==> src/rtl/vrp_pkg.sv <==
package vrp_pkg;

    localparam int SPRITE_STORE_BYTES = 256;
    localparam int SPR_AW = $clog2(SPRITE_STORE_BYTES);

    // Request kinds.
    localparam logic [2:0] REQ_WRITE      = 3'd0;
    localparam logic [2:0] REQ_READ       = 3'd1;
    localparam logic [2:0] REQ_VBL_START  = 3'd2;
    localparam logic [2:0] REQ_VBL_END    = 3'd3;
    localparam logic [2:0] REQ_ZERO_HIT   = 3'd4;
    localparam logic [2:0] REQ_OVERFLOW   = 3'd5;

    // Register port numbers.
    localparam logic [2:0] PORT_CTRL      = 3'd0;
    localparam logic [2:0] PORT_MASK      = 3'd1;
    localparam logic [2:0] PORT_STATUS    = 3'd2;
    localparam logic [2:0] PORT_SPR_ADDR  = 3'd3;
    localparam logic [2:0] PORT_SPR_DATA  = 3'd4;
    localparam logic [2:0] PORT_SCROLL    = 3'd5;
    localparam logic [2:0] PORT_ADDR      = 3'd6;
    localparam logic [2:0] PORT_DATA      = 3'd7;

    // Status flag bit positions.
    localparam int FLAG_OVERFLOW = 0;
    localparam int FLAG_ZERO_HIT = 1;
    localparam int FLAG_VBLANK   = 2;

    localparam logic [13:0] PALETTE_BASE = 14'h3F00;

    typedef struct packed {
        logic              we;
        logic [SPR_AW-1:0] addr;
        logic [7:0]        data;
    } spr_wr_t;

    typedef struct packed {
        logic [7:0]  read_data;
        logic [15:0] vram_address;
        logic        vram_read_strobe;
        logic        vram_write_strobe;
        logic [7:0]  vram_write_data;
        logic        nmi_request;
        logic [7:0]  control_byte;
        logic [7:0]  mask_byte;
        logic [15:0] temp_address;
        logic [2:0]  fine_x_scroll;
    } rsp_t;

endpackage

==> src/rtl/vrp_if.sv <==
interface vrp_req_if;
    logic       valid;
    logic       ready;
    logic [2:0] req_type;
    logic [2:0] reg_address;
    logic [7:0] write_data;
    logic [7:0] vram_byte;
    logic [7:0] vram_byte_below;

    modport source (
        output valid, req_type, reg_address, write_data, vram_byte, vram_byte_below,
        input  ready
    );
    modport sink (
        input  valid, req_type, reg_address, write_data, vram_byte, vram_byte_below,
        output ready
    );
endinterface

interface vrp_rsp_if;
    logic        valid;
    logic        ready;
    logic [7:0]  read_data;
    logic [15:0] vram_address;
    logic        vram_read_strobe;
    logic        vram_write_strobe;
    logic [7:0]  vram_write_data;
    logic        nmi_request;
    logic [7:0]  control_byte;
    logic [7:0]  mask_byte;
    logic [15:0] temp_address;
    logic [2:0]  fine_x_scroll;

    modport source (
        output valid, read_data, vram_address, vram_read_strobe, vram_write_strobe,
               vram_write_data, nmi_request, control_byte, mask_byte, temp_address,
               fine_x_scroll,
        input  ready
    );
    modport sink (
        input  valid, read_data, vram_address, vram_read_strobe, vram_write_strobe,
               vram_write_data, nmi_request, control_byte, mask_byte, temp_address,
               fine_x_scroll,
        output ready
    );
endinterface

==> src/rtl/video_register_port_with_scroll_unit.sv <==
// CPU register port of a tile video processor: eight ports for control, mask, status,
// sprite address and data, scroll, video address and video data, plus event beats that
// set or clear the status flags (vblank start raises nmi_request when control bit 7 is
// set). Every request beat produces exactly one response beat. A beat is taken every
// clock: all register updates happen at the accepting edge and the response sits in an
// output register, so the port sustains one beat per cycle, stalling only while the
// response register is full and not being drained. The 256-byte sprite store reads as
// zero after reset; its read data is prefetched for the next sprite address so a data
// port read does not wait on the store.
module video_register_port_with_scroll_unit (
    input logic      clk,
    input logic      rst_n,
    vrp_req_if.sink  req,
    vrp_rsp_if.source rsp
);

    logic [7:0]  control_reg, control_next;
    logic [7:0]  mask_reg, mask_next;
    logic [2:0]  status_reg, status_next;
    logic [7:0]  last_wr_reg, last_wr_next;
    logic [vrp_pkg::SPR_AW-1:0] spr_addr_reg, spr_addr_next;
    logic [15:0] cur_addr_reg, cur_addr_next;
    logic [15:0] tmp_addr_reg, tmp_addr_next;
    logic [2:0]  fine_x_reg, fine_x_next;
    logic        toggle_reg, toggle_next;
    logic [7:0]  rbuf_reg, rbuf_next;
    logic        out_valid_reg;
    vrp_pkg::rsp_t rsp_reg, rsp_next;

    logic             accept;
    logic [15:0]      addr_step;
    logic [7:0]       spr_data;
    vrp_pkg::spr_wr_t spr_wr;

    assign req.ready = !out_valid_reg || rsp.ready;
    assign accept    = req.valid && req.ready;
    assign addr_step = control_reg[2] ? 16'd32 : 16'd1;

    vrp_sprite_store u_store (
        .clk     (clk),
        .rst_n   (rst_n),
        .wr      (spr_wr),
        .rd_addr (spr_addr_next),
        .rd_data (spr_data)
    );

    always_comb
    begin
        control_next  = control_reg;
        mask_next     = mask_reg;
        status_next   = status_reg;
        last_wr_next  = last_wr_reg;
        spr_addr_next = spr_addr_reg;
        cur_addr_next = cur_addr_reg;
        tmp_addr_next = tmp_addr_reg;
        fine_x_next   = fine_x_reg;
        toggle_next   = toggle_reg;
        rbuf_next     = rbuf_reg;

        spr_wr.we   = 1'b0;
        spr_wr.addr = spr_addr_reg;
        spr_wr.data = req.write_data;

        rsp_next = '0;
        rsp_next.vram_address = cur_addr_reg;

        if (accept)
        begin
            case (req.req_type)
                vrp_pkg::REQ_WRITE:
                begin
                    last_wr_next = req.write_data;
                    case (req.reg_address)
                        vrp_pkg::PORT_CTRL:
                        begin
                            control_next         = req.write_data;
                            tmp_addr_next[11:10] = req.write_data[1:0];
                        end
                        vrp_pkg::PORT_MASK:
                        begin
                            mask_next = req.write_data;
                        end
                        vrp_pkg::PORT_SPR_ADDR:
                        begin
                            spr_addr_next = req.write_data;
                        end
                        vrp_pkg::PORT_SPR_DATA:
                        begin
                            spr_wr.we     = 1'b1;
                            spr_addr_next = spr_addr_reg + 1'b1;
                        end
                        vrp_pkg::PORT_SCROLL:
                        begin
                            if (!toggle_reg)
                            begin
                                tmp_addr_next[4:0] = req.write_data[7:3];
                                fine_x_next        = req.write_data[2:0];
                            end
                            else
                            begin
                                tmp_addr_next[14:12] = req.write_data[2:0];
                                tmp_addr_next[9:5]   = req.write_data[7:3];
                            end
                            toggle_next = !toggle_reg;
                        end
                        vrp_pkg::PORT_ADDR:
                        begin
                            if (!toggle_reg)
                            begin
                                tmp_addr_next[14]   = 1'b0;
                                tmp_addr_next[13:8] = req.write_data[5:0];
                            end
                            else
                            begin
                                tmp_addr_next[7:0] = req.write_data;
                                cur_addr_next      = tmp_addr_next;
                            end
                            toggle_next = !toggle_reg;
                        end
                        vrp_pkg::PORT_DATA:
                        begin
                            rsp_next.vram_write_strobe = 1'b1;
                            rsp_next.vram_write_data   = req.write_data;
                            cur_addr_next              = cur_addr_reg + addr_step;
                        end
                        default:
                        begin
                        end
                    endcase
                end
                vrp_pkg::REQ_READ:
                begin
                    case (req.reg_address)
                        vrp_pkg::PORT_STATUS:
                        begin
                            rsp_next.read_data = {status_reg, last_wr_reg[4:0]};
                            status_next[vrp_pkg::FLAG_VBLANK] = 1'b0;
                            toggle_next = 1'b0;
                        end
                        vrp_pkg::PORT_SPR_DATA:
                        begin
                            rsp_next.read_data = spr_data;
                        end
                        vrp_pkg::PORT_DATA:
                        begin
                            rsp_next.vram_read_strobe = 1'b1;
                            // Palette space bypasses the read buffer.
                            if (cur_addr_reg[13:0] < vrp_pkg::PALETTE_BASE)
                            begin
                                rsp_next.read_data = rbuf_reg;
                                rbuf_next          = req.vram_byte;
                            end
                            else
                            begin
                                rsp_next.read_data = req.vram_byte;
                                rbuf_next          = req.vram_byte_below;
                            end
                            cur_addr_next = cur_addr_reg + addr_step;
                        end
                        default:
                        begin
                            rsp_next.read_data = last_wr_reg;
                        end
                    endcase
                end
                vrp_pkg::REQ_VBL_START:
                begin
                    status_next[vrp_pkg::FLAG_VBLANK] = 1'b1;
                    rsp_next.nmi_request = control_reg[7];
                end
                vrp_pkg::REQ_VBL_END:
                begin
                    status_next = 3'd0;
                end
                vrp_pkg::REQ_ZERO_HIT:
                begin
                    status_next[vrp_pkg::FLAG_ZERO_HIT] = 1'b1;
                end
                vrp_pkg::REQ_OVERFLOW:
                begin
                    status_next[vrp_pkg::FLAG_OVERFLOW] = 1'b1;
                end
                default:
                begin
                end
            endcase
        end

        rsp_next.control_byte  = control_next;
        rsp_next.mask_byte     = mask_next;
        rsp_next.temp_address  = tmp_addr_next;
        rsp_next.fine_x_scroll = fine_x_next;
    end

    always_ff @(posedge clk or negedge rst_n)
    begin
        if (!rst_n)
        begin
            control_reg   <= '0;
            mask_reg      <= '0;
            status_reg    <= '0;
            last_wr_reg   <= '0;
            spr_addr_reg  <= '0;
            cur_addr_reg  <= '0;
            tmp_addr_reg  <= '0;
            fine_x_reg    <= '0;
            toggle_reg    <= 1'b0;
            rbuf_reg      <= '0;
            out_valid_reg <= 1'b0;
        end
        else
        begin
            control_reg  <= control_next;
            mask_reg     <= mask_next;
            status_reg   <= status_next;
            last_wr_reg  <= last_wr_next;
            spr_addr_reg <= spr_addr_next;
            cur_addr_reg <= cur_addr_next;
            tmp_addr_reg <= tmp_addr_next;
            fine_x_reg   <= fine_x_next;
            toggle_reg   <= toggle_next;
            rbuf_reg     <= rbuf_next;
            if (accept)
            begin
                out_valid_reg <= 1'b1;
            end
            else if (rsp.ready)
            begin
                out_valid_reg <= 1'b0;
            end
        end
    end

    always_ff @(posedge clk)
    begin
        if (accept)
        begin
            rsp_reg <= rsp_next;
        end
    end

    assign rsp.valid             = out_valid_reg;
    assign rsp.read_data         = rsp_reg.read_data;
    assign rsp.vram_address      = rsp_reg.vram_address;
    assign rsp.vram_read_strobe  = rsp_reg.vram_read_strobe;
    assign rsp.vram_write_strobe = rsp_reg.vram_write_strobe;
    assign rsp.vram_write_data   = rsp_reg.vram_write_data;
    assign rsp.nmi_request       = rsp_reg.nmi_request;
    assign rsp.control_byte      = rsp_reg.control_byte;
    assign rsp.mask_byte         = rsp_reg.mask_byte;
    assign rsp.temp_address      = rsp_reg.temp_address;
    assign rsp.fine_x_scroll     = rsp_reg.fine_x_scroll;

endmodule

==> src/rtl/vrp_sprite_store.sv <==
module vrp_sprite_store (
    input  logic                      clk,
    input  logic                      rst_n,
    input  vrp_pkg::spr_wr_t          wr,
    input  logic [vrp_pkg::SPR_AW-1:0] rd_addr,
    output logic [7:0]                rd_data
);

    logic [7:0]                           mem [vrp_pkg::SPRITE_STORE_BYTES];
    logic [vrp_pkg::SPRITE_STORE_BYTES-1:0] valid_reg;
    logic [7:0]                           rd_data_reg;
    logic                                 rd_valid_reg;

    always_ff @(posedge clk)
    begin
        if (wr.we)
        begin
            mem[wr.addr] <= wr.data;
        end
        rd_data_reg <= mem[rd_addr];
    end

    // Entries never written since reset read as zero.
    always_ff @(posedge clk or negedge rst_n)
    begin
        if (!rst_n)
        begin
            valid_reg    <= '0;
            rd_valid_reg <= 1'b0;
        end
        else
        begin
            if (wr.we)
            begin
                valid_reg[wr.addr] <= 1'b1;
            end
            rd_valid_reg <= valid_reg[rd_addr];
        end
    end

    assign rd_data = rd_valid_reg ? rd_data_reg : 8'd0;

endmodule

==> src/flat_wrapper.sv <==
// flat-port wrapper written by rule: the top's interface ports become plain ports
module video_register_port_with_scroll_unit_flat 
  (clk, rst_n, req_valid, req_req_type, req_reg_address, req_write_data, req_vram_byte, req_vram_byte_below, req_ready, rsp_valid, rsp_read_data, rsp_vram_address, rsp_vram_read_strobe, rsp_vram_write_strobe, rsp_vram_write_data, rsp_nmi_request, rsp_control_byte, rsp_mask_byte, rsp_temp_address, rsp_fine_x_scroll, rsp_ready);
  vrp_req_if req_i ();
  vrp_rsp_if rsp_i ();
  input logic clk;
  input logic rst_n;
  input wire logic [$bits(req_i.valid)-1:0] req_valid;
  input wire logic [$bits(req_i.req_type)-1:0] req_req_type;
  input wire logic [$bits(req_i.reg_address)-1:0] req_reg_address;
  input wire logic [$bits(req_i.write_data)-1:0] req_write_data;
  input wire logic [$bits(req_i.vram_byte)-1:0] req_vram_byte;
  input wire logic [$bits(req_i.vram_byte_below)-1:0] req_vram_byte_below;
  output wire logic [$bits(req_i.ready)-1:0] req_ready;
  output wire logic [$bits(rsp_i.valid)-1:0] rsp_valid;
  output wire logic [$bits(rsp_i.read_data)-1:0] rsp_read_data;
  output wire logic [$bits(rsp_i.vram_address)-1:0] rsp_vram_address;
  output wire logic [$bits(rsp_i.vram_read_strobe)-1:0] rsp_vram_read_strobe;
  output wire logic [$bits(rsp_i.vram_write_strobe)-1:0] rsp_vram_write_strobe;
  output wire logic [$bits(rsp_i.vram_write_data)-1:0] rsp_vram_write_data;
  output wire logic [$bits(rsp_i.nmi_request)-1:0] rsp_nmi_request;
  output wire logic [$bits(rsp_i.control_byte)-1:0] rsp_control_byte;
  output wire logic [$bits(rsp_i.mask_byte)-1:0] rsp_mask_byte;
  output wire logic [$bits(rsp_i.temp_address)-1:0] rsp_temp_address;
  output wire logic [$bits(rsp_i.fine_x_scroll)-1:0] rsp_fine_x_scroll;
  input wire logic [$bits(rsp_i.ready)-1:0] rsp_ready;
  assign req_i.valid = req_valid;
  assign req_i.req_type = req_req_type;
  assign req_i.reg_address = req_reg_address;
  assign req_i.write_data = req_write_data;
  assign req_i.vram_byte = req_vram_byte;
  assign req_i.vram_byte_below = req_vram_byte_below;
  assign req_ready = req_i.ready;
  assign rsp_valid = rsp_i.valid;
  assign rsp_read_data = rsp_i.read_data;
  assign rsp_vram_address = rsp_i.vram_address;
  assign rsp_vram_read_strobe = rsp_i.vram_read_strobe;
  assign rsp_vram_write_strobe = rsp_i.vram_write_strobe;
  assign rsp_vram_write_data = rsp_i.vram_write_data;
  assign rsp_nmi_request = rsp_i.nmi_request;
  assign rsp_control_byte = rsp_i.control_byte;
  assign rsp_mask_byte = rsp_i.mask_byte;
  assign rsp_temp_address = rsp_i.temp_address;
  assign rsp_fine_x_scroll = rsp_i.fine_x_scroll;
  assign rsp_i.ready = rsp_ready;
  video_register_port_with_scroll_unit u_core (.clk(clk), .rst_n(rst_n), .req(req_i), .rsp(rsp_i));
endmodule
==> config.mk <==
export PLATFORM = sky130hd
export DESIGN_NAME = video_register_port_with_scroll_unit_flat
export DESIGN_NICKNAME = d
export VERILOG_FILES = /design/src/rtl/vrp_pkg.sv /design/src/rtl/vrp_if.sv /design/src/rtl/video_register_port_with_scroll_unit.sv /design/src/rtl/vrp_sprite_store.sv /design/src/flat_wrapper.sv
export SDC_FILE = /design/constraint.sdc
export NUM_CORES = 2
export LEC_CHECK = 0
export BUFFER_PORTS_ARGS = -buffer_cell sky130_fd_sc_hd__buf_4
export CAP_MARGIN = 20
export CORE_MARGIN = 2
export CORE_UTILIZATION = 63
export CTS_BUF_LIST = sky130_fd_sc_hd__clkbuf_16
export CTS_CLUSTER_SIZE = 30
export DETAILED_ROUTE_END_ITERATION = 6
export HOLD_SLACK_MARGIN = 0.06
export PLACE_DENSITY = 0.79
export SYNTH_ARGS = -nofsm -noshare
export SYNTH_HDL_FRONTEND = slang
export SYNTH_HIERARCHICAL = 1
export SYNTH_SLANG_ARGS = --single-unit
==> constraint.sdc <==
create_clock -name clk -period 6.3 [get_ports clk]
set_clock_uncertainty 0.1 [all_clocks]
set_input_delay 0.63 -clock clk [delete_from_list [all_inputs] [get_ports clk]]
set_output_delay 0.63 -clock clk [all_outputs]
set_load 0.02 [all_outputs]
== Word level (Yosys, flattened, before mapping) ==
Memory sizes are Yosys's and may differ from the RTL's. A register that Yosys moved wholly into a read port is not among the register bits.
Index checks and enable logic that the tools add are counted.
Storage, ports and cells
  memories: 1
  register bits: 405
  output and inout port bits: 72
  bits in writable memories: 2048
  input port bits: 34
Memory list
  u_core.u_store.mem: words 256, bits a word 8, read ports 1, clocked after Yosys merged registers in 1, write ports 1, line vrp_sprite_store.sv:9  | logic [7:0] mem [vrp_pkg::SPRITE_STORE_BYTES];
Cells by class
  reductions and logical operators: 21
  magnitude comparators: 4
  bitwise logic cells: 1
  add/sub/neg operators: 2
  mux-type cells: 51
  equality and inequality tests: 17
Operators by type and width (number)
  256-bit OR: 1
  8-bit two-way mux: 12
  16-bit case mux with 2 select lines: 2
  16-bit two-way mux: 2
  15-bit two-way mux: 2
  8-bit case mux with 3 select lines: 1
  10-bit case mux with 2 select lines: 1
  3-bit == test, second input constant: 6
  8-bit by 9-bit < comparator with 1-bit output, second input constant: 2
  16-bit adder: 1
  8-bit case mux with 2 select lines: 1
  3-bit two-way mux: 5
  14-bit < comparator, second input constant: 1
  3-bit by 2-bit == test with 1-bit output, second input constant: 4
  1-bit two-way mux: 12
  5-bit two-way mux: 2
  9-bit two-way mux: 1
  8-bit by 1-bit adder with 8-bit output, second input constant: 1
  1-bit binary-select mux with 8-bit select: 1
  1-bit demux with 8-bit select: 1
  8-bit by 1-bit >= comparator with 1-bit output, second input constant: 1
  2-bit AND reduction: 4
  2-bit nonzero test: 4
  7-bit two-way mux: 1
  other kinds (17): 27

== Logic depth before layout (Yosys ltp) ==
  depth in word-level cells: 6
  mapped depth: 19
  mapped depth without buffers: 12

== Modules after synthesis ==
The synthesis kept the hierarchy.
By module, submodules not included
  vrp_sprite_store: cells an instance 4460, area an instance 89739.8 µm², instances 1, seq. area each 68090.3 µm²
  video_register_port_with_scroll_unit: cells an instance 548, area an instance 6692.7 µm², instances 1, seq. area each 4048.9 µm²

== Least setup slack after synthesis ==
OpenSTA, ideal clock, no wires.
  kind: input -> register
  start: input req_valid
  end: register u_core.rbuf_reg[0]
  path buffers: 1
  required time: 6.064 ns
  arrival time: 4.711 ns
  setup time: 0.136 ns
  stages on the path: 6
  setup slack: 1.353 ns
  cell sequence: inv_1 -> nor2_1 -> nand2_1 -> clkbuf_1 -> nand2_1 -> o21ai_0
Between the ends
  longest elaborated chain between the ends: 2
Ends and longest elaborated chain
  start: declaration: line flat_wrapper.sv:8  | input wire logic [$bits(req_i.valid)-1:0] req_valid;
  1-bit logical AND: line video_register_port_with_scroll_unit.sv:36  | assign accept = req.valid && req.ready;
  named net u_core.accept: line video_register_port_with_scroll_unit.sv:30  | logic accept;
  3-bit AND reduction (no source line)
  end signal: assignment: line video_register_port_with_scroll_unit.sv:222  | rbuf_reg <= rbuf_next;
  end: declaration: line video_register_port_with_scroll_unit.sv:26  | logic [7:0] rbuf_reg, rbuf_next;
The timed path passes the listed nets, and every way through them passes these cells.
A chain may end at the register's enable or synchronous reset.

== Worst setup path after layout ==
  start: input req_req_type[1]
  end: register u_core.u_store.rd_data_reg[2], read port of u_core.u_store.mem
Between the ends
  longest elaborated chain between the ends: 3
Ends and longest elaborated chain
  start: declaration: line flat_wrapper.sv:9  | input wire logic [$bits(req_i.req_type)-1:0] req_req_type;
  3-bit logical NOT: line video_register_port_with_scroll_unit.sv:69  | case (req.req_type)
  8-bit two-way mux: line video_register_port_with_scroll_unit.sv:69
  8-bit two-way mux: line video_register_port_with_scroll_unit.sv:67  | if (accept)
  named net u_core.spr_addr_next, one bit: line video_register_port_with_scroll_unit.sv:21  | logic [vrp_pkg::SPR_AW-1:0] spr_addr_reg, spr_addr_next;
  end: declaration: line vrp_sprite_store.sv:11  | logic [7:0] rd_data_reg;
The timed path passes the listed nets, and every way through them passes these cells.

==> impl_metrics.prom <==
# TYPE chip_impl_metric gauge
chip_impl_info{name="hp-start",value="req_write_data[4]"} 1
chip_impl_metric{name="design_area",unit="um^2"} 107000
chip_impl_metric{name="cts.htree.levels",unit=""} 4
chip_impl_metric{name="routed_wire_length",unit="mm"} 245
chip_impl_info{name="worstReg2RegStart",value="u_core/rsp.valid"} 1
chip_impl_info{name="kind_of_path_behind_the_tightest_hold_check",value="input port to flop"} 1
chip_impl_info{name="synth_flop_cell",value="sky130_fd_sc_hd__edfxtp_1"} 1
chip_impl_metric{name="cts_max_path_buffers",unit=""} 3
chip_impl_metric{name="grt_remaining_overflow",unit=""} 0
chip_impl_metric{name="slowest_delay",unit="ns"} 0.89
chip_impl_metric{name="path_max_fanout",unit=""} 30
chip_impl_metric{name="core.rowCount",unit=""} 143
chip_impl_metric{name="post_route_cells_drive_above_1_share",unit="%"} 25.6
chip_impl_metric{name="reg2reg_depth",unit=""} 12
chip_impl_metric{name="finalHoldViolations",unit=""} 0
chip_impl_info{name="synth_top_family_by_area",value="multiplexers"} 1
chip_impl_metric{name="routedWlPerCell",unit="um"} 32.8
chip_impl_metric{name="final_slew_viol_count",unit=""} 0
chip_impl_metric{name="timing.max_slew.rel_slack",unit="%"} 16.6
chip_impl_metric{name="final.min_clock_period",unit="ns"} 6.02
chip_impl_metric{name="area_delta_synth_final",unit="%"} 11.1
chip_impl_metric{name="worst_ep_arrival_time",unit="ns"} 6.63
chip_impl_metric{name="ys_async_sr_fraction",unit="%"} 13.7
chip_impl_metric{name="totalNegativeSetupSlack",unit="ns"} 0
chip_impl_metric{name="post_drt_via_cell_ratio",unit=""} 7.02
chip_impl_info{name="worst_setup_path_end_kind",value="flop"} 1
chip_impl_metric{name="synth-seq-cells",unit=""} 2461
chip_impl_metric{name="grt_antenna_before_repair",unit=""} 3
chip_impl_metric{name="post-cts-setup-buffers",unit=""} 0
chip_impl_metric{name="drt_iter0_markers",unit=""} 8041
chip_impl_info{name="outcome",value="finished, final reports clean"} 1
chip_impl_metric{name="worst-slew-pin-transition",unit="ns"} 1.25
chip_impl_metric{name="p_leak",unit="uW"} 0.0364
chip_impl_info{name="crit_path_cell_trace",value="dlygate4sd3_1, buf_4, nor3_4, nand4_1, nor2b_2, o21ai_0, nand2_2, and2_2, buf_4, a221oi_1, o32ai_1, nor3_1, nor4_1"} 1
chip_impl_metric{name="globalRouteTotalUtil",unit="%"} 31.5
chip_impl_info{name="unrepaired_setup_endpoints_after_global_routing",value="false"} 1
chip_impl_metric{name="global_route_wire_length_before_repair",unit="mm"} 356
chip_impl_metric{name="critical_path_buf_inv_count",unit=""} 3
chip_impl_info{name="mostFrequentLayoutCells",value="sky130_fd_sc_hd__edfxtp_1, sky130_fd_sc_hd__mux4_2, sky130_fd_sc_hd__dfrtp_1, sky130_fd_sc_hd__nor2_1, sky130_fd_sc_hd__or2_2"} 1
chip_impl_metric{name="dpl_cell_area",unit="um^2"} 99600
chip_impl_metric{name="dieArea",unit="um^2"} 156000
chip_impl_info{name="timing.critical_path.slowest_stage_cell",value="sky130_fd_sc_hd__nor3_1"} 1
chip_impl_metric{name="numCtsBuffers",unit=""} 227
chip_impl_metric{name="die_height",unit="um"} 395
chip_impl_metric{name="grt_max_degree",unit=""} 140
chip_impl_metric{name="final_core_utilization",unit="%"} 70.5
chip_impl_metric{name="synth_fp_nets",unit=""} 5046
chip_impl_metric{name="globalplace.congestion",unit=""} 0.919
chip_impl_metric{name="finalNetCount",unit=""} 5268
chip_impl_info{name="cpLargestDelayFamily",value="simple AND/OR/NAND/NOR gates"} 1
chip_impl_metric{name="netlist-cell-type-count",unit=""} 84
chip_impl_info{name="layout_commonest_cell",value="sky130_fd_sc_hd__edfxtp_1"} 1
chip_impl_metric{name="numPortBuffers",unit=""} 104
chip_impl_metric{name="worst_vdd_ir",unit="mV"} 0.277
chip_impl_metric{name="initial_core_util",unit="%"} 63.5
chip_impl_metric{name="clock_insertion_delay_worst_skew",unit="ns"} 0.87
chip_impl_metric{name="dr.pass1.iters",unit=""} 6
chip_impl_info{name="cpMostUsedCell",value="sky130_fd_sc_hd__buf_4"} 1
chip_impl_metric{name="dp.final_hpwl",unit="mm"} 146
chip_impl_info{name="critical_path.startpoint_type",value="input port"} 1
chip_impl_metric{name="floorplan.die.width",unit="um"} 395
chip_impl_metric{name="post_cts_resized",unit=""} 0
chip_impl_metric{name="drv_cap",unit=""} 0
chip_impl_metric{name="core_area",unit="um^2"} 152000
chip_impl_metric{name="netlist_area",unit="um^2"} 96400
chip_impl_metric{name="post-route-drc-count",unit=""} 0
chip_impl_info{name="regToRegEndpoint",value="u_core/u_store/rd_data_reg[2]"} 1
chip_impl_metric{name="post_synth_fa_ha_maj_area_fraction",unit="%"} 0.0519
chip_impl_metric{name="clock_sink_count",unit=""} 2461
chip_impl_metric{name="synth_enable_flop_cells",unit=""} 2117
chip_impl_metric{name="reg2reg_slack",unit="ns"} 0.42
chip_impl_metric{name="ioPinCount",unit=""} 106
chip_impl_metric{name="gate_count_of_the_mapped_netlist",unit=""} 5008
chip_impl_metric{name="synth-compound-area-share",unit="%"} 4.19
chip_impl_metric{name="worstHoldPathCells",unit=""} 1
chip_impl_metric{name="synth-simple-area-share",unit="%"} 4.96
chip_impl_info{name="cts-root-buf",value="sky130_fd_sc_hd__clkbuf_16"} 1
chip_impl_metric{name="max_freq",unit="MHz"} 166
chip_impl_metric{name="antenna_left",unit=""} 0
chip_impl_metric{name="yosys-mux-area-fraction",unit="%"} 14.0
chip_impl_info{name="cts_tree",value="yes"} 1
chip_impl_metric{name="power.density",unit="nW/um^2"} 334
chip_impl_info{name="worstHoldEndpoint",value="u_core/u_store/mem[18][4]"} 1
chip_impl_metric{name="hold_buffers",unit=""} 26
chip_impl_metric{name="number_of_global_route_vias_before_repair",unit=""} 51600
chip_impl_metric{name="required",unit="ns"} 6.91
chip_impl_metric{name="seq_area_frac_synth",unit="%"} 74.8
chip_impl_info{name="timing.setup.critical_path_class",value="input port to flop"} 1
chip_impl_metric{name="syn_area_per_cell",unit="um^2"} 19.3
chip_impl_metric{name="totalPowerFinal",unit="uW"} 35800
chip_impl_metric{name="synth-xor-area-share",unit="%"} 0.00908
chip_impl_metric{name="synth-warning-count",unit=""} 6
chip_impl_metric{name="final.period_utilization",unit="%"} 95.5
chip_impl_metric{name="clk_transition_reported_paths",unit="ns"} 0.06
chip_impl_metric{name="dr_total_vias",unit=""} 52400
chip_impl_metric{name="largest_register_ff_count",unit=""} 2048
chip_impl_metric{name="final_setup_violating_endpoints",unit=""} 0
==> how the worst max path moves through the flow <==
| stage | start | to | slack [ns] | cells past startpoint |
|---|---|---|---|---|
| after floorplan | req_valid | u_core/rbuf_reg[0] | 1.35 | 6 |
| after global placement | req_reg_address[0] | u_core/u_store/rd_data_reg[3] | -0.07 | 13 |
| after detailed placement | req_reg_address[0] | u_core/u_store/rd_data_reg[7] | 0.29 | 13 |
| after CTS | u_core/rsp.valid | u_core/u_store/rd_data_reg[7] | 0.61 | 13 |
| after global routing | req_req_type[1] | u_core/u_store/rd_data_reg[2] | 0.31 | 13 |
| final | req_req_type[1] | u_core/u_store/rd_data_reg[2] | 0.28 | 13 |
==> worst reg2reg max path, delay by kind of cell, from the launching register on <==
family / cells / cell delay, ns
flops: 1 / 0.41
mux: 1 / 0.56
buf+inv: 3 / 0.76
simple gates: 5 / 2.42
compound gates: 3 / 1.49
==> synthesized netlist by cell type, types with 6 or more instances <==
master / n / area share [%]
sky130_fd_sc_hd__mux2_4: 8 / 0.12
sky130_fd_sc_hd__nand4_1: 19 / 0.12
sky130_fd_sc_hd__o21ai_0: 44 / 0.23
sky130_fd_sc_hd__buf_2: 53 / 0.28
sky130_fd_sc_hd__nor2_1: 318 / 1.2
sky130_fd_sc_hd__dfxtp_1: 8 / 0.17
sky130_fd_sc_hd__inv_1: 13 / 0.051
sky130_fd_sc_hd__a311oi_1: 7 / 0.064
sky130_fd_sc_hd__nand2b_1: 12 / 0.078
sky130_fd_sc_hd__nor3_1: 31 / 0.16
sky130_fd_sc_hd__edfxtp_1: 2117 / 66
sky130_fd_sc_hd__mux2i_1: 190 / 2.0
sky130_fd_sc_hd__o22a_1: 6 / 0.054
sky130_fd_sc_hd__buf_1: 14 / 0.054
sky130_fd_sc_hd__a221oi_1: 20 / 0.18
sky130_fd_sc_hd__mux2_2: 32 / 0.37
sky130_fd_sc_hd__nor2b_1: 24 / 0.16
sky130_fd_sc_hd__clkbuf_1: 142 / 0.55
sky130_fd_sc_hd__dfrtp_1: 336 / 8.7
sky130_fd_sc_hd__o22ai_1: 57 / 0.37
sky130_fd_sc_hd__nand3_1: 50 / 0.26
sky130_fd_sc_hd__a22oi_1: 167 / 1.3
sky130_fd_sc_hd__a31oi_1: 23 / 0.15
sky130_fd_sc_hd__mux4_1: 15 / 0.41
sky130_fd_sc_hd__buf_8: 15 / 0.23
sky130_fd_sc_hd__mux4_2: 478 / 11
sky130_fd_sc_hd__o221ai_1: 37 / 0.34
sky130_fd_sc_hd__and3_1: 24 / 0.16
sky130_fd_sc_hd__or2_2: 263 / 1.7
sky130_fd_sc_hd__nor4_1: 31 / 0.20
sky130_fd_sc_hd__a2bb2oi_1: 6 / 0.054
sky130_fd_sc_hd__buf_4: 34 / 0.26
sky130_fd_sc_hd__a21oi_1: 124 / 0.64
sky130_fd_sc_hd__o32ai_1: 10 / 0.091
sky130_fd_sc_hd__and2_1: 11 / 0.071
sky130_fd_sc_hd__a22o_1: 22 / 0.20
sky130_fd_sc_hd__buf_12: 8 / 0.17
sky130_fd_sc_hd__nor3b_1: 7 / 0.054
sky130_fd_sc_hd__a211oi_1: 15 / 0.12
sky130_fd_sc_hd__buf_6: 29 / 0.34
sky130_fd_sc_hd__nand2_1: 100 / 0.39
==> metal layers <==
layer	global-route usage (%)	vias up	part of all wire, %
met2	48.5	3899	48
met5	0	-	0.060
met3	8.59	629	12
li1	-	20700	-
met4	12.3	4	4.1
met1	43.7	27200	36
==> cell families (layout without fill, tap and decap cells) <==
group                      Yosys count  count (layout)
DFF                               2461            2461
and+or+nand+nor                    927             927
muxes                              723             723
AOI/OAI and AO/OA                  582             582
buffers and inverters              309             735
adders and majority gates            4               4
other                                1               8
xor gates and xnor gates             1               1
==> through the flow <==
stage               cells  setup WS, ns  hold WS, ns
global route         7464         0.306       0.0785
CTS                  7456         0.612       0.0706
finish               7471         0.281        0.103
global placement     6996       -0.0732        0.343
detailed placement   6997         0.291        0.346
floorplan            5008          1.35        0.234
==> layout make-up <==
class                   instances  area [um^2]
clock inverters               201         1370
clock buffers                 232         5810
fillers                      8672        44800
repair buffers                288         2660
well taps                    2030         2540
inverters                      14         52.6
diodes                          7         17.5
flip-flops and latches       2461        72100
multi-input cells            2238        22500
==> where the power goes <==
group | internal [uW] | leakage (uW) | total, uW | switching, uW
Combinational | 1860 | 0.00891 | 4540 | 2680
Sequential | 17900 | 0.0237 | 18000 | 180
Clock | 7310 | 0.00376 | 13200 | 5910
(Power assumes the default switching activity.)
